[config.mk]
export PLATFORM = sky130hd
export DESIGN_NAME = aamd_front_flat
export DESIGN_NICKNAME = d
export VERILOG_FILES = /design/src/hdl/aamd_pkg.sv /design/src/hdl/aamd_if.sv /design/src/hdl/aamd_front.sv /design/src/flat_wrapper.sv
export SDC_FILE = /design/constraint.sdc
export NUM_CORES = 1
export LEC_CHECK = 0
export BUFFER_PORTS_ARGS = -buffer_cell sky130_fd_sc_hd__buf_4
export CAP_MARGIN = 20
export CORE_MARGIN = 2
export CORE_UTILIZATION = 50
export CTS_CLUSTER_SIZE = 28
export DETAILED_ROUTE_END_ITERATION = 8
export GPL_ROUTABILITY_DRIVEN = 0
export PLACE_DENSITY = 0.76
export SLEW_MARGIN = 20
export SYNTH_ARGS = -nofsm -noshare
export SYNTH_HDL_FRONTEND = slang
export SYNTH_SLANG_ARGS = --single-unit
[constraint.sdc]
create_clock -name clk -period 3.2 [get_ports clk]
set_clock_uncertainty 0.15 [all_clocks]
set_input_delay 0.48 -clock clk [delete_from_list [all_inputs] [get_ports clk]]
set_output_delay 0.48 -clock clk [all_outputs]
set_load 0.02 [all_outputs]
[src/hdl/aamd_pkg.sv]
package aamd_pkg;

    // Image limits and derived widths
    localparam int MAX_WIDTH   = 4096;
    localparam int MAX_HEIGHT  = 4096;
    localparam int STORE_DEPTH = MAX_WIDTH / 2;
    localparam int IDX_W       = $clog2(STORE_DEPTH);
    localparam int COL_W       = $clog2(MAX_WIDTH);
    localparam int ROW_W       = $clog2(MAX_HEIGHT);
    localparam int DIM_W       = 13;
    localparam int CH_W        = 8;
    localparam int ALPHA_LIMIT = 16;
    localparam int ALPHA_DIV_SHIFT = 2;
    localparam int RECIP3      = 683;
    localparam int RECIP3_SHIFT = 11;

    // Queue between front and back
    localparam int Q_DEPTH = 4;
    localparam int Q_PTR_W = $clog2(Q_DEPTH);
    localparam int Q_CNT_W = $clog2(Q_DEPTH + 1);

    // Configuration register indexes
    typedef enum logic [0:0] {
        REG_WIDTH  = 1'b0,
        REG_HEIGHT = 1'b1
    } reg_index_t;

    // What the back end does with a queued item
    typedef enum logic [1:0] {
        JOB_STORE,
        JOB_MERGE,
        JOB_WHITE
    } job_kind_t;

    // Sums of one horizontal pixel pair
    typedef struct packed {
        logic [CH_W:0] r;
        logic [CH_W:0] g;
        logic [CH_W:0] b;
        logic [CH_W:0] a;
        logic [1:0]    used;
    } pair_t;

    // Sums of a full 2x2 block
    typedef struct packed {
        logic [CH_W+1:0] r;
        logic [CH_W+1:0] g;
        logic [CH_W+1:0] b;
        logic [CH_W+1:0] a;
        logic [2:0]      used;
    } quad_t;

    typedef struct packed {
        job_kind_t        kind;
        logic [IDX_W-1:0] idx;
        pair_t            pair;
        logic             frame_end;
    } job_t;

    // Truncated mean of a block sum over 0 to 4 used pixels
    function automatic logic [CH_W-1:0] div_used(input logic [CH_W+1:0] sum,
                                                 input logic [2:0] used);
        logic [CH_W+RECIP3_SHIFT:0] prod;
        logic [CH_W-1:0]            q;
        prod = (CH_W+RECIP3_SHIFT+1)'(sum) * (CH_W+RECIP3_SHIFT+1)'(RECIP3);
        unique case (used)
            3'd1:    q = sum[CH_W-1:0];
            3'd2:    q = sum[CH_W:1];
            3'd3:    q = prod[RECIP3_SHIFT+CH_W-1:RECIP3_SHIFT];
            3'd4:    q = sum[CH_W+1:2];
            default: q = '0;
        endcase
        return q;
    endfunction

endpackage

[src/hdl/aamd_if.sv]
interface aamd_pix_if;
    logic                       valid;
    logic                       ready;
    logic [aamd_pkg::CH_W-1:0]  red_in;
    logic [aamd_pkg::CH_W-1:0]  green_in;
    logic [aamd_pkg::CH_W-1:0]  blue_in;
    logic [aamd_pkg::CH_W-1:0]  alpha_in;

    modport source (output valid, red_in, green_in, blue_in, alpha_in, input ready);
    modport sink   (input valid, red_in, green_in, blue_in, alpha_in, output ready);
endinterface


[src/hdl/aamd_front.sv]
module aamd_front (
    input  logic                         clk,
    input  logic                         rst_n,
    input  logic                         wr_en,
    input  aamd_pkg::reg_index_t         wr_index,
    input  logic [aamd_pkg::DIM_W-1:0]   wr_data,
    aamd_pix_if.sink                     pixels,
    input  logic                         q_full,
    output logic                         q_push,
    output aamd_pkg::job_t               q_job
);

    logic [aamd_pkg::DIM_W-1:0] width_reg, width_next;
    logic [aamd_pkg::DIM_W-1:0] height_reg, height_next;
    logic [aamd_pkg::COL_W-1:0] col_reg, col_next;
    logic [aamd_pkg::ROW_W-1:0] row_reg, row_next;
    aamd_pkg::pair_t            acc_reg, acc_next;

    logic [aamd_pkg::DIM_W-1:0] w_eff;
    logic [aamd_pkg::DIM_W-1:0] h_eff;
    logic                       accept;
    logic                       w_one, h_one, thin;
    aamd_pkg::pair_t            pix;
    aamd_pkg::pair_t            pair_sum;
    logic [aamd_pkg::DIM_W-1:0] col_inc;
    logic [aamd_pkg::DIM_W-1:0] row_inc;
    logic                       fe;

    assign pixels.ready = !q_full;
    assign accept       = pixels.valid && pixels.ready;

    // Clamp the configured size into the supported range
    always_comb
    begin
        if (width_reg == '0)
            w_eff = aamd_pkg::DIM_W'(1);
        else if (width_reg > aamd_pkg::DIM_W'(aamd_pkg::MAX_WIDTH))
            w_eff = aamd_pkg::DIM_W'(aamd_pkg::MAX_WIDTH);
        else
            w_eff = width_reg;
        if (height_reg == '0)
            h_eff = aamd_pkg::DIM_W'(1);
        else if (height_reg > aamd_pkg::DIM_W'(aamd_pkg::MAX_HEIGHT))
            h_eff = aamd_pkg::DIM_W'(aamd_pkg::MAX_HEIGHT);
        else
            h_eff = height_reg;
    end

    assign w_one = (w_eff == aamd_pkg::DIM_W'(1));
    assign h_one = (h_eff == aamd_pkg::DIM_W'(1));
    assign thin  = w_one || h_one;

    // Mask out pixels that are nearly transparent
    always_comb
    begin
        pix = '0;
        if (pixels.alpha_in >= aamd_pkg::CH_W'(aamd_pkg::ALPHA_LIMIT))
        begin
            pix.r    = {1'b0, pixels.red_in};
            pix.g    = {1'b0, pixels.green_in};
            pix.b    = {1'b0, pixels.blue_in};
            pix.a    = {1'b0, pixels.alpha_in};
            pix.used = 2'd1;
        end
        pair_sum.r    = acc_reg.r + pix.r;
        pair_sum.g    = acc_reg.g + pix.g;
        pair_sum.b    = acc_reg.b + pix.b;
        pair_sum.a    = acc_reg.a + pix.a;
        pair_sum.used = acc_reg.used + pix.used;
    end

    // Last block of the frame: both counters within the final pair
    assign fe = ((aamd_pkg::DIM_W+1)'(col_reg) + (aamd_pkg::DIM_W+1)'(3) >
                 (aamd_pkg::DIM_W+1)'(w_eff)) &&
                ((aamd_pkg::DIM_W+1)'(row_reg) + (aamd_pkg::DIM_W+1)'(3) >
                 (aamd_pkg::DIM_W+1)'(h_eff));

    // Classify the accepted pixel into a job for the back end
    always_comb
    begin
        q_push          = 1'b0;
        q_job.kind      = aamd_pkg::JOB_STORE;
        q_job.idx       = col_reg[aamd_pkg::COL_W-1:1];
        q_job.pair      = pair_sum;
        q_job.frame_end = fe;
        if (accept && !(w_one && h_one))
        begin
            if (thin)
            begin
                if ((w_one || col_reg[0]) && (h_one || row_reg[0]))
                begin
                    q_push     = 1'b1;
                    q_job.kind = aamd_pkg::JOB_WHITE;
                end
            end
            else if (col_reg[0])
            begin
                q_push     = 1'b1;
                q_job.kind = row_reg[0] ? aamd_pkg::JOB_MERGE : aamd_pkg::JOB_STORE;
            end
        end
    end

    // Advance position, hold left pixel, take register writes
    assign col_inc = aamd_pkg::DIM_W'(col_reg) + aamd_pkg::DIM_W'(1);
    assign row_inc = aamd_pkg::DIM_W'(row_reg) + aamd_pkg::DIM_W'(1);

    always_comb
    begin
        width_next  = width_reg;
        height_next = height_reg;
        col_next    = col_reg;
        row_next    = row_reg;
        acc_next    = acc_reg;
        if (wr_en)
        begin
            unique case (wr_index)
                aamd_pkg::REG_WIDTH:  width_next  = wr_data;
                aamd_pkg::REG_HEIGHT: height_next = wr_data;
            endcase
            col_next = '0;
            row_next = '0;
            acc_next = '0;
        end
        else if (accept)
        begin
            if (!thin && !col_reg[0])
                acc_next = pix;
            if (col_inc >= w_eff)
            begin
                col_next = '0;
                if (row_inc >= h_eff)
                    row_next = '0;
                else
                    row_next = row_inc[aamd_pkg::ROW_W-1:0];
            end
            else
            begin
                col_next = col_inc[aamd_pkg::COL_W-1:0];
            end
        end
    end

    always_ff @(posedge clk or negedge rst_n)
    begin
        if (!rst_n)
        begin
            width_reg  <= aamd_pkg::DIM_W'(1);
            height_reg <= aamd_pkg::DIM_W'(1);
            col_reg    <= '0;
            row_reg    <= '0;
            acc_reg    <= '0;
        end
        else
        begin
            width_reg  <= width_next;
            height_reg <= height_next;
            col_reg    <= col_next;
            row_reg    <= row_next;
            acc_reg    <= acc_next;
        end
    end

endmodule

[src/flat_wrapper.sv]
// flat-port wrapper written by rule: the top's interface ports become plain ports
module aamd_front_flat 
  (clk, rst_n, wr_en, wr_index, wr_data, q_full, q_push, q_job, pixels_valid, pixels_red_in, pixels_green_in, pixels_blue_in, pixels_alpha_in, pixels_ready);
  aamd_pix_if pixels_i ();
  input  logic clk;
  input  logic rst_n;
  input  logic wr_en;
  input  aamd_pkg::reg_index_t wr_index;
  input  logic [aamd_pkg::DIM_W-1:0] wr_data;
  input  logic q_full;
  output logic q_push;
  output aamd_pkg::job_t q_job;
  input wire logic [$bits(pixels_i.valid)-1:0] pixels_valid;
  input wire logic [$bits(pixels_i.red_in)-1:0] pixels_red_in;
  input wire logic [$bits(pixels_i.green_in)-1:0] pixels_green_in;
  input wire logic [$bits(pixels_i.blue_in)-1:0] pixels_blue_in;
  input wire logic [$bits(pixels_i.alpha_in)-1:0] pixels_alpha_in;
  output wire logic [$bits(pixels_i.ready)-1:0] pixels_ready;
  assign pixels_i.valid = pixels_valid;
  assign pixels_i.red_in = pixels_red_in;
  assign pixels_i.green_in = pixels_green_in;
  assign pixels_i.blue_in = pixels_blue_in;
  assign pixels_i.alpha_in = pixels_alpha_in;
  assign pixels_ready = pixels_i.ready;
  aamd_front u_core (.clk(clk), .rst_n(rst_n), .wr_en(wr_en), .wr_index(wr_index), .wr_data(wr_data), .pixels(pixels_i), .q_full(q_full), .q_push(q_push), .q_job(q_job));
endmodule
==> results.json <==
{
  "core-area_um2": 12700,
  "hpwl_mm": 13.2,
  "largest_reg_flops": 33,
  "antenna_found_initial": 0,
  "p_per_area_nw_per_um2": 483,
  "hold_viol_final": 0,
  "synth.yosys.seq_area_share_pct": 31.6,
  "peakVddDrop_mv": 0.331,
  "p_leak_nw": 4.72,
  "first_pass_iters": 7,
  "grt_overflow_total": 0,
  "design_area_um2": 9380,
  "hp-class": "in2async",
  "grt_max_degree": 84,
  "crit_end": "q_job[0]",
  "vias": 6200,
  "synth_area_um2": 6570,
  "crit_slowest_cell": "dfrtp_1",
  "rsz0062_at_grt": "true",
  "syn2layout_area_growth_pct": 42.7,
  "grt_pass1_vias": 6267,
  "die_x_um": 119,
  "max_slew.worst_pin.slew_ps": 771,
  "crit_chain": "nor4_4 > nand4b_2 > o21ai_2 > nand2_1 > ha_1 > o211ai_1 > a21oi_2 > a2111oi_4 > o41ai_4 > o211a_1 > buf_6",
  "period_needed_ps": 3580,
  "grt_pass1_wl_mm": 30.4,
  "max_freq_mhz": 279,
  "whs_ps": 10.8,
  "drive_gt1_share_pct": 42.9,
  "clkTransAtPathRegs_ps": 70,
  "place_area_um2": 8070,
  "num_rows": 41,
  "cap_violations": 0,
  "numClockSinks": 83,
  "critPathLaunch": "u_core.width_reg[10]$_DFFE_PN0P_",
  "critPathBufInv": 1,
  "dp_cells": 1017,
  "reg2reg_depth": 13,
  "required_ps": 2570,
  "initial_core_util_pct": 51.7,
  "synth_top_flop_cell": "dfrtp_1",
  "slew_viol_final": 0,
  "htree_levels": 3,
  "synth_edf_count": 0,
  "cp-end-kind": "primary output",
  "ys_ff_latch": 83,
  "r2r_end": "u_core.col_reg[11]$_DFFE_PN0P_",
  "slowest_delay_ps": 410,
  "postSynth.asyncResetShare_pct": 100,
  "syn_inst": 697,
  "io_buffers": 104,
  "drtIter0Drc": 449,
  "setup-violations-final": 34,
  "drc": 0,
  "crit_type": "reg2out",
  "rrSetupSlack_ps": -170,
  "slew_headroom_pct": 48.6,
  "outcome": "complete, but fails checks",
  "die_area_um2": 14100,
  "final_nets": 1042,
  "viasPerCell": 5.76,
  "cp.depth": 11,
  "ios": 105,
  "clockBufferDepth": 2,
  "postRouteAntennaNets": 0,
  "regToRegStartpoint": "u_core.width_reg[10]$_DFFE_PN0P_",
  "cts-root-buf": "clkbuf_16",
  "fp.dieH_um": 119,
  "wl_per_cell_um": 18.2,
  "synth.net_count": 839,
  "insertedDiodeCount": 0,
  "crit_family": "compound AO/OA/AOI/OAI gates",
  "routed_wl_mm": 19.6,
  "grtUsageTotal_pct": 26.4,
  "crit_fanout": 2,
  "cts_tree": "built",
  "totalPowerFinal_mw": 4.53,
  "period_share_pct": 112,
  "fin_ws_ps": -378,
  "worstSkewPairLatency_ps": 350,
  "fin_util_pct": 73.7,
  "ys_warn_count": 0,
  "finalNonFillerCells": 1077,
  "startpoint_type": "register",
  "syn_avg_cell_area_um2": 9.43,
  "violations": "negative setup slack",
  "yosysUniqueCellTypes": 53,
  "cts_buffers": 9,
  "cp.arrival_ps": 2950
}
## worst min-delay path by stage
stage,startpoint,to,slack (ps),depth (start not counted)
after floorplan,rst_n,u_core.acc_reg[0]$_DFFE_PN0P_,30,0
after global placement,u_core.acc_reg[25]$_DFFE_PN0P_,u_core.acc_reg[25]$_DFFE_PN0P_,340,1
after detailed placement,u_core.acc_reg[15]$_DFFE_PN0P_,u_core.acc_reg[15]$_DFFE_PN0P_,340,1
after CTS,pixels_red_in[7],u_core.acc_reg[36]$_DFFE_PN0P_,200,2
after global routing,rst_n,u_core.acc_reg[27]$_DFFE_PN0P_,70,1
final,rst_n,u_core.acc_reg[11]$_DFFE_PN0P_,10,1
## layout make-up
class	count	area (um2)
tap	172	215
clock buffer	9	225
inverter	23	90.1
clock inverter	7	121
fill	867	3340
sequential	83	2080
timing repair buffer	237	1880
multi-input combinational	546	4770
## metal layers
metal	wire (um)	track usage, %	up-vias
li1	-	-	2894
met1	8160	34.1	3048
met2	10100	45.2	222
met3	1010	5.26	36
met4	333	6.92	0
met5	0	0	-
## cell usage in the layout, fill, tap and decap left out, types with 7 or more instances in the layout
| master | instances |
|---|---|
| a22o_1 | 44 |
| a21o_1 | 13 |
| o21ai_0 | 16 |
| nor2b_1 | 23 |
| nor2_1 | 39 |
| nand4_1 | 10 |
| clkbuf_16 | 9 |
| a21oi_2 | 13 |
| xnor2_2 | 8 |
| nand3_1 | 13 |
| a21oi_1 | 19 |
| inv_1 | 20 |
| xor2_1 | 23 |
| buf_6 | 24 |
| o21ai_2 | 7 |
| mux2_2 | 24 |
| xnor2_1 | 32 |
| nor3_1 | 10 |
| nand2_1 | 64 |
| dfrtp_1 | 77 |
| ha_4 | 8 |
| buf_4 | 212 |
| ha_1 | 74 |
## Yosys cell counts, types with 3 or more instances
cell	n	area share (%)
o31ai_1	4	0.46
o21ai_0	27	2.1
buf_4	13	1.5
a211oi_1	3	0.34
clkbuf_1	22	1.3
nand4_1	10	0.95
o21bai_1	5	0.57
nand3_1	17	1.3
ha_1	87	17
mux2_2	24	4.1
a21oi_1	34	2.6
nor2_1	44	2.5
o41ai_1	5	0.67
nor3_1	13	0.99
a211o_1	3	0.40
fa_1	4	1.2
buf_2	7	0.53
nor4_2	3	0.57
xnor2_1	40	5.3
o211ai_1	4	0.46
o21a_1	3	0.34
nor4_1	4	0.38
a2bb2oi_1	3	0.40
a22o_1	44	5.9
nor2b_1	33	3.1
dfrtp_1	81	31
xor2_1	24	3.2
a21o_1	13	1.5
and3_1	3	0.29
nand2b_1	3	0.29
nand2_1	66	3.8
inv_1	23	1.3
## timing repair
| action | 4_1_cts | 5_1_grt |
|---|---|---|
| endpoints found under the setup margin | 26 | 41 |
| gates resized for setup | 72 | 72 |
| buffers inserted | 21 | 26 |
| hold buffers | 0 | 0 |
| pin swaps | 44 | 53 |
| cloned | 1 | 0 |
## through the flow
| step | setup slack, ps | TNS [ps] |
|---|---|---|
| floorplan | 7.91 | 0 |
| global placement | -118 | -1030 |
| detailed placement | -171 | -2150 |
| CTS | -304 | -1390 |
| global route | -442 | -8150 |
| finish | -378 | -3250 |
## cells by family after synthesis
logic type / count (synthesis) / share of synthesized area [%]
compound gates: 163 / 17.9
xor+xnor: 64 / 8.53
fa+ha+maj: 91 / 17.8
buf+inv: 68 / 4.99
flops: 83 / 31.6
mux: 24 / 4.11
simple gates: 204 / 15.1
## power by group
| part | switching (mW) | internal (mW) |
|---|---|---|
| logic | 1.07 | 0.962 |
| registers | 0.119 | 1.17 |
| clock network | 0.448 | 0.769 |
Note: power is estimated with default switching activity, not from simulation.
