[src/hdl/aamd_pkg.sv]
package aamd_pkg;

    // Image limits and derived widths
    localparam int MAX_WIDTH   = 4096;
    localparam int MAX_HEIGHT  = 4096;
    localparam int STORE_DEPTH = MAX_WIDTH / 2;
    localparam int IDX_W       = $clog2(STORE_DEPTH);
    localparam int COL_W       = $clog2(MAX_WIDTH);
    localparam int ROW_W       = $clog2(MAX_HEIGHT);
    localparam int DIM_W       = 13;
    localparam int CH_W        = 8;
    localparam int ALPHA_LIMIT = 16;
    localparam int ALPHA_DIV_SHIFT = 2;
    localparam int RECIP3      = 683;
    localparam int RECIP3_SHIFT = 11;

    // Queue between front and back
    localparam int Q_DEPTH = 4;
    localparam int Q_PTR_W = $clog2(Q_DEPTH);
    localparam int Q_CNT_W = $clog2(Q_DEPTH + 1);

    // Configuration register indexes
    typedef enum logic [0:0] {
        REG_WIDTH  = 1'b0,
        REG_HEIGHT = 1'b1
    } reg_index_t;

    // What the back end does with a queued item
    typedef enum logic [1:0] {
        JOB_STORE,
        JOB_MERGE,
        JOB_WHITE
    } job_kind_t;

    // Sums of one horizontal pixel pair
    typedef struct packed {
        logic [CH_W:0] r;
        logic [CH_W:0] g;
        logic [CH_W:0] b;
        logic [CH_W:0] a;
        logic [1:0]    used;
    } pair_t;

    // Sums of a full 2x2 block
    typedef struct packed {
        logic [CH_W+1:0] r;
        logic [CH_W+1:0] g;
        logic [CH_W+1:0] b;
        logic [CH_W+1:0] a;
        logic [2:0]      used;
    } quad_t;

    typedef struct packed {
        job_kind_t        kind;
        logic [IDX_W-1:0] idx;
        pair_t            pair;
        logic             frame_end;
    } job_t;

    // Truncated mean of a block sum over 0 to 4 used pixels
    function automatic logic [CH_W-1:0] div_used(input logic [CH_W+1:0] sum,
                                                 input logic [2:0] used);
        logic [CH_W+RECIP3_SHIFT:0] prod;
        logic [CH_W-1:0]            q;
        prod = (CH_W+RECIP3_SHIFT+1)'(sum) * (CH_W+RECIP3_SHIFT+1)'(RECIP3);
        unique case (used)
            3'd1:    q = sum[CH_W-1:0];
            3'd2:    q = sum[CH_W:1];
            3'd3:    q = prod[RECIP3_SHIFT+CH_W-1:RECIP3_SHIFT];
            3'd4:    q = sum[CH_W+1:2];
            default: q = '0;
        endcase
        return q;
    endfunction

endpackage

[src/hdl/aamd_queue.sv]
module aamd_queue (
    input  logic            clk,
    input  logic            rst_n,
    input  logic            push,
    input  aamd_pkg::job_t  push_job,
    output logic            full,
    input  logic            pop,
    output aamd_pkg::job_t  pop_job,
    output logic            empty
);

    aamd_pkg::job_t                 slots_reg [aamd_pkg::Q_DEPTH];
    logic [aamd_pkg::Q_PTR_W-1:0]   wr_ptr_reg, wr_ptr_next;
    logic [aamd_pkg::Q_PTR_W-1:0]   rd_ptr_reg, rd_ptr_next;
    logic [aamd_pkg::Q_CNT_W-1:0]   count_reg, count_next;

    assign full    = (count_reg == aamd_pkg::Q_CNT_W'(aamd_pkg::Q_DEPTH));
    assign empty   = (count_reg == '0);
    assign pop_job = slots_reg[rd_ptr_reg];

    // Advance pointers and track fill level
    always_comb
    begin
        wr_ptr_next = wr_ptr_reg;
        rd_ptr_next = rd_ptr_reg;
        count_next  = count_reg;
        if (push)
            wr_ptr_next = wr_ptr_reg + 1'b1;
        if (pop)
            rd_ptr_next = rd_ptr_reg + 1'b1;
        if (push && !pop)
            count_next = count_reg + 1'b1;
        else if (pop && !push)
            count_next = count_reg - 1'b1;
    end

    always_ff @(posedge clk or negedge rst_n)
    begin
        if (!rst_n)
        begin
            wr_ptr_reg <= '0;
            rd_ptr_reg <= '0;
            count_reg  <= '0;
        end
        else
        begin
            wr_ptr_reg <= wr_ptr_next;
            rd_ptr_reg <= rd_ptr_next;
            count_reg  <= count_next;
        end
    end

    // Store the pushed job
    always_ff @(posedge clk)
    begin
        if (push)
            slots_reg[wr_ptr_reg] <= push_job;
    end

    a_no_push_full: assert property (@(posedge clk) disable iff (!rst_n)
        full |-> !push)
        else $error("queue pushed while full");

    a_no_pop_empty: assert property (@(posedge clk) disable iff (!rst_n)
        empty |-> !pop)
        else $error("queue popped while empty");

    a_count_bound: assert property (@(posedge clk) disable iff (!rst_n)
        count_reg <= aamd_pkg::Q_CNT_W'(aamd_pkg::Q_DEPTH))
        else $error("queue count beyond depth");

endmodule

[config.mk]
export PLATFORM = sky130hd
export DESIGN_NAME = aamd_queue
export DESIGN_NICKNAME = d
export VERILOG_FILES = /design/src/hdl/aamd_pkg.sv /design/src/hdl/aamd_queue.sv
export SDC_FILE = /design/constraint.sdc
export NUM_CORES = 1
export LEC_CHECK = 0
export BUFFER_PORTS_ARGS = -buffer_cell sky130_fd_sc_hd__buf_2
export CAP_MARGIN = 20
export CORE_MARGIN = 2
export CORE_UTILIZATION = 40
export DETAILED_ROUTE_END_ITERATION = 10
export SKIP_CTS_REPAIR_TIMING = 1
export SYNTH_ARGS = -nofsm -noshare
export SYNTH_HDL_FRONTEND = slang
export SYNTH_SLANG_ARGS = --single-unit
[constraint.sdc]
create_clock -name clk -period 3.2 [get_ports clk]
set_clock_uncertainty 0.1 [all_clocks]
set_input_delay 0.64 -clock clk [delete_from_list [all_inputs] [get_ports clk]]
set_output_delay 0.64 -clock clk [all_outputs]
set_load 0.05 [all_outputs]
==> results of run 1 <==
==> final cells by class <==
type                       count  area share [%]
antenna                        1          0.0264
clock buffer                  26            6.19
clock inverter                14           0.990
inverter                       4           0.158
multi-input combinational     75            14.7
sequential                   215            67.8
tap                          265            3.50
timing repair buffer         116            6.60
==> cell usage after synthesis <==
cell type	instances
and2_1	4
buf_12	5
buf_2	6
buf_6	1
dfrtp_1	7
edfxtp_1	208
fa_1	1
ha_1	5
inv_1	4
mux2_2	1
mux4_1	4
mux4_2	48
nand2_1	2
nor2_1	1
nor3_1	1
nor3b_1	1
o21ai_0	1
xnor2_1	2
xor2_1	4
==> cell usage in the layout, fill, tap and decap left out <==
master / synthesis / routed
buf_2: 6 / 109
dfrtp_1: 7 / 5
nand2_1: 2 / 2
mux2_2: 1 / 1
xor2_1: 4 / 4
edfxtp_1: 208 / 208
fa_1: 1 / 1
clkinv_2: 0 / 8
buf_4: 0 / 4
dfrtp_4: 0 / 1
bufinv_16: 0 / 1
buf_12: 5 / 2
clkinv_1: 0 / 4
mux4_2: 48 / 48
dfrtp_2: 0 / 1
nor3_1: 1 / 1
clkinv_4: 0 / 1
mux4_1: 4 / 4
clkbuf_16: 0 / 23
ha_1: 5 / 5
clkbuf_1: 0 / 3
inv_1: 4 / 4
o21ai_0: 1 / 1
dlygate4sd3_1: 0 / 1
diode_2: 0 / 1
nor3b_1: 1 / 1
xnor2_1: 2 / 2
nor2_1: 1 / 1
and2_4: 0 / 4
==> logic make-up (layout without fill, tap and decap cells) <==
group | after synthesis | in the layout | synth area share, %
flops | 215 | 215 | 80.6
mux | 53 | 53 | 15.0
buf+inv | 16 | 160 | 1.96
simple gates | 9 | 9 | 0.613
fa+ha+maj | 6 | 6 | 1.04
xor+xnor | 6 | 6 | 0.660
compound gates | 1 | 1 | 0.0628
other cells | 0 | 1 | 0
==> worst max-delay path by stage <==
stage                       start         endpoint  slack [ps]  cells after the start
global placement    rd_ptr_reg[0]      pop_job[51]         770                      3
CTS                 rd_ptr_reg[0]      pop_job[51]         230                      3
detailed placement  rd_ptr_reg[0]      pop_job[51]         760                      3
finish              rd_ptr_reg[0]      pop_job[51]         290                      3
global route        rd_ptr_reg[0]      pop_job[51]         170                      3
floorplan                    push  slots_reg[1][0]         810                      1
==> worst reg2reg max path, cell delays in order, from the launching register on <==
cell and delay (ps):
dfrtp_1 420, inv_1 100, ha_1 160, and2_4 700
==> power breakdown <==
| part | leakage, nW | switching [mW] | internal [mW] |
|---|---|---|---|
| registers | 1.99 | 0.181 | 3.70 |
| clock network | 0.343 | 1.00 | 1.39 |
| logic | 0.938 | 2.60 | 1.14 |
==> routing by layer <==
| layer | vias to the layer above | part of all wire, % | track usage [%] |
|---|---|---|---|
| li1 | 1563 | - | - |
| met1 | 1810 | 43 | 16.9 |
| met2 | 110 | 49 | 22.5 |
| met3 | 30 | 6.4 | 3.84 |
| met4 | 2 | 2.2 | 3.82 |
| met5 | - | 0.079 | 0 |
==> impl_metrics.csv, run 1 <==
group,metric,value,unit
worst_hold_path,hold_depth,1,
routing,ant_nets,0,
layout,drive_above_1_share,45.1,%
timing,relSlewSlack,44.1,%
logic_synthesis,netlist_instances,306,
global_routing,antenna_found_initial,2,
worst_setup_path,rrSetupSlack,1340,ps
status,outcome,"completed",
layout,utilization,48.5,%
routing,vias,3515,
timing,fin_setup_tns,0,ps
worst_setup_path,worst_path_max_delay_cell,"dfrtp_4",
cts,numCtsBuffers,23,
layout,seq_area,0.00643,mm²
logic_synthesis,synth_cell_types,19,
worst_hold_path,hp-class,"in -> reg",
cts,cts_tree,"built",
layout,multi_input_area,0.00140,mm²
cts,clkTransAtPathRegs,60,ps
global_routing,grt_pass1_vias,3908,
floorplan,die_y,145,µm
logic_synthesis,syn_nets,368,
layout,design_area,0.00948,mm²
timing,rsz0062_at_grt,"no",
layout,largest_register_ffs,208,
global_routing,grt_max_degree,53,
routing,drtIter0Drc,191,
worst_setup_path,r2r_cells,3,
timing,setup_ws,291,ps
timing,slew_violations,0,
worst_setup_path,required,2460,ps
worst_setup_path,r2r-start,"wr_ptr_reg[0]",
routing,wl,14.0,mm
worst_setup_path,critPathMaxStageDelay,600,ps
placed_design,dp_cells,674,
layout,nets,497,
logic_synthesis,yosysTopAreaCell,"edfxtp_1",
global_routing,gr-total-overflow,0,
cts,clockBufferDepth,3,
floorplan,start_util,40.8,%
worst_hold_path,holdCritStartpoint,"push_job[51]",
logic_synthesis,ys_seq_elements,215,
worst_setup_path,cp_cell_sequence,"buf_4 > mux4_1 > buf_2",
routing,dr.pass1.iters,5,
cts,cts.sinks,215,
power,p_leak,3.27,nW
worst_setup_path,worstSetupStartpointType,"register",
timing,finalCritPeriodShare,90.9,%
logic_synthesis,synth_warnings,0,
floorplan,die_x,145,µm
cts,cts_root_buffer,"clkbuf_16",
logic_synthesis,synth-seq-area-share,80.6,%
worst_setup_path,arrival,2170,ps
routing,viasPerCell,4.91,
cts,htree_levels,1,
placed_design,dp_hpwl,7.94,mm
timing,setup_viol,0,
placed_design,port_buffers,109,
global_routing,grt_usage,13.3,%
worst_setup_path,cp_top_family,"flip-flops",
logic_synthesis,syn_area_per_cell,26.0,µm²
worst_hold_path,min_to,"slots_reg[1][51]",
routing,routedWlPerCell,19.5,µm
power,powerDensity,1060,mW/mm²
routing,route.detailed.drc,0,
timing,layout_min_cycle_time,2910,ps
layout,fillCellCount,1654,
power,total_power,10.0,mW
placed_design,globalplace.congestion,0.664,
logic_synthesis,synth_top_area_share,78.4,%
floorplan,io_pins,110,
cts,worst_skew_pair.late_latency,480,ps
timing,max_freq,344,MHz
timing,tightest_slew,838,ps
placed_design,dp_slack,758,ps
worst_setup_path,endpoint_kind,"primary output",
floorplan,placementRows,51,
floorplan,core-area,0.0195,mm²
power,ir_drop,436,µV
worst_setup_path,path_buf_inv,2,
worst_setup_path,r2r-end,"slots_reg[0][0]",
job,drv_cap,0,
worst_setup_path,path_max_fanout,14,
placed_design,placed_area,0.00878,mm²
layout,syn2layout_area_growth,19.0,%
global_routing,grt_pass1_wl,21.7,mm
logic_synthesis,synth.area.top_cells,"edfxtp_1, mux4_2, dfrtp_1",
timing,whs,260,ps
logic_synthesis,synthesis.area,0.00796,mm²
timing,finalHoldViolCount,0,
layout,layout.cells.non_filler,716,
floorplan,design.die.area,0.0211,mm²
worst_setup_path,crit_type,"reg -> out",
(Power assumes the default switching activity.)
==> run 2: changes to the inputs <==
BUFFER_PORTS_ARGS = default   (was -buffer_cell sky130_fd_sc_hd__buf_2)
DONT_BUFFER_PORTS = 1   (was default)
==> run 2 against run 1 <==
Against the previous run:
- register-to-register slack about the same
- fmax decreased by 2.4%
- clock power increased by 15%
- core utilization decreased by 2.1 points
- via count decreased by 12%
- critical endpoint is now pop_job[14]
==> impl_metrics.csv, run 2 (synthesis gave the netlist of run 1 again) <==
group,metric,value,unit
status,outcome,"completed",
layout,diodes,0,
cts,clkTransAtPathRegs,60,ps
worst_setup_path,arrival,2240,ps
cts,clockBufferDepth,3,
timing,max_freq,335,MHz
worst_setup_path,cp-startpoint,"rd_ptr_reg[0]",
placed_design,dp_hpwl,7.69,mm
layout,utilization,46.4,%
power,ir_drop,623,µV
global_routing,grt_pass1_vias,3557,
timing,rsz0062_at_grt,"no",
timing,finalCritPeriodShare,93.2,%
placed_design,port_buffers,0,
power,total_power,10.0,mW
routing,vias,3103,
power,net-switching-power,3.72,mW
routing,ant_nets,0,
routing,wl,13.5,mm
floorplan,placementRows,51,
worst_setup_path,critPathMaxStageDelay,670,ps
routing,dr.pass1.iters,4,
layout,largest_register_ffs,208,
power,intPower,6.31,mW
floorplan,core-area,0.0195,mm²
routing,drtIter0Drc,145,
worst_setup_path,crit_type,"reg -> out",
worst_setup_path,r2r_cells,3,
cts,cts.sinks,215,
timing,tightest_slew,847,ps
worst_setup_path,cp.depth,3,
power,p_sw_share,37.1,%
power,p_leak,2.90,nW
routing,wl_met1,5.55,mm
worst_setup_path,r2r-end,"slots_reg[1][3]",
timing,finalHoldViolCount,0,
layout,layout.cells.most_common,"edfxtp_1",
timing,setup_ws,219,ps
routing,routedWlPerCell,22.3,µm
cts,worst_skew_pair.late_latency,490,ps
timing,layout_min_cycle_time,2980,ps
global_routing,grt_usage,13.2,%
timing,slew_violations,0,
power,p_comb_share,33.1,%
worst_setup_path,critPathMostFrequentCell,"buf_12",
cts,numCtsBuffers,23,
floorplan,io_pins,110,
power,seqPwrFrac,39.3,%
worst_setup_path,worst_path_max_delay_cell,"mux4_2",
routing,wl_met2,6.58,mm
placed_design,dp_slack,691,ps
floorplan,start_util,40.8,%
floorplan,die_x,145,µm
worst_setup_path,cp-endpoint,"pop_job[14]",
global_routing,grt_max_degree,53,
global_routing,grt_pass1_wl,21.2,mm
timing,setup_viol,0,
worst_setup_path,required,2460,ps
floorplan,die_y,145,µm
layout,multi_input_area,0.00140,mm²
cts,htree_levels,1,
worst_hold_path,hp-class,"in -> reg",
routing,route.detailed.drc,0,
power,powerDensity,1110,mW/mm²
routing,dr_wl_met3,1.14,mm
power,clockPowerShare,27.6,%
worst_setup_path,rrSetupSlack,1350,ps
routing,viasPerCell,5.11,
worst_setup_path,r2r-start,"wr_ptr_reg[1]",
worst_setup_path,cp_top_family,"multiplexers",
timing,fin_setup_tns,0,ps
routing,highest_layer,"met4",
global_routing,antenna_found_initial,0,
worst_setup_path,path_buf_inv,2,
floorplan,design.die.area,0.0211,mm²
worst_setup_path,worstSetupStartpointType,"register",
timing,relSlewSlack,43.3,%
layout,seq_area,0.00643,mm²
cts,cts_root_buffer,"clkbuf_16",
layout,nets,388,
worst_setup_path,cp_cell_sequence,"buf_12 > buf_12 > mux4_2",
job,drv_cap,0,
layout,drive_above_1_share,28.9,%
layout,syn2layout_area_growth,13.8,%
worst_setup_path,endpoint_kind,"primary output",
global_routing,gr-total-overflow,0,
layout,fillCellCount,1614,
layout,mostFrequentLayoutCells,"edfxtp_1, mux4_2, clkbuf_16",
placed_design,globalplace.congestion,0.718,
worst_setup_path,path_max_fanout,17,
cts,cts_tree,"built",
==> run 2: cell count changes in the layout (fill, tap and decap cells not counted), moves of 2 or more <==
cell and delta:
bufinv_16 +4, buf_2 -109, clkinv_1 -2, clkinv_2 -3
==> run 2: area by class of cell <==
class | instances | area share [%]
clock buffer | 25 | 6.43
clock inverter | 16 | 2.39
sequential | 215 | 70.9
tap | 265 | 3.66
timing repair buffer | 7 | 1.02
inverter | 4 | 0.166
multi-input combinational | 75 | 15.5
==> run 2: metal layers <==
layer  vias to the layer above  GRT usage (%)
met2                       102           21.7
met4                         0           4.12
met5                         -              0
met1                      1642           16.3
li1                       1339              -
met3                        20           4.78
==> run 2: stage by stage <==
step	instances	hold slack, ps	instance area [µm²]
2_1_floorplan	306	244	7960
3_3_place_gp	565	245	8260
3_5_place_dp	565	245	8260
4_1_cts	606	-287	9060
5_1_grt	607	96.7	9070
6_report	607	119	9070
==> run 2: worst min path at each step <==
stage	start	endpoint	depth (start not counted)
after floorplan	rst_n	count_reg[0]	0
after global placement	rst_n	count_reg[2]	0
after detailed placement	rst_n	count_reg[2]	0
after CTS	rst_n	rd_ptr_reg[0]	0
after global routing	pop	rd_ptr_reg[0]	1
final	pop	rd_ptr_reg[0]	1
==> run 2: power by group through the flow <==
stage | Combinational (mW) | Clock [mW] | Sequential, mW
2_1_floorplan | 3.13 | 0 | 3.85
3_3_place_gp | 3.36 | 0 | 4.00
3_5_place_dp | 3.39 | 0 | 4.02
4_1_cts | 3.40 | 2.84 | 3.96
5_1_grt | 3.49 | 2.95 | 4.01
6_report | 3.32 | 2.76 | 3.95
==> run 2: worst register-to-register path, stage by stage (launching register included) <==
cell,delay [ps]
dfrtp_1,400
inv_1,100
ha_1,150
and2_4,700
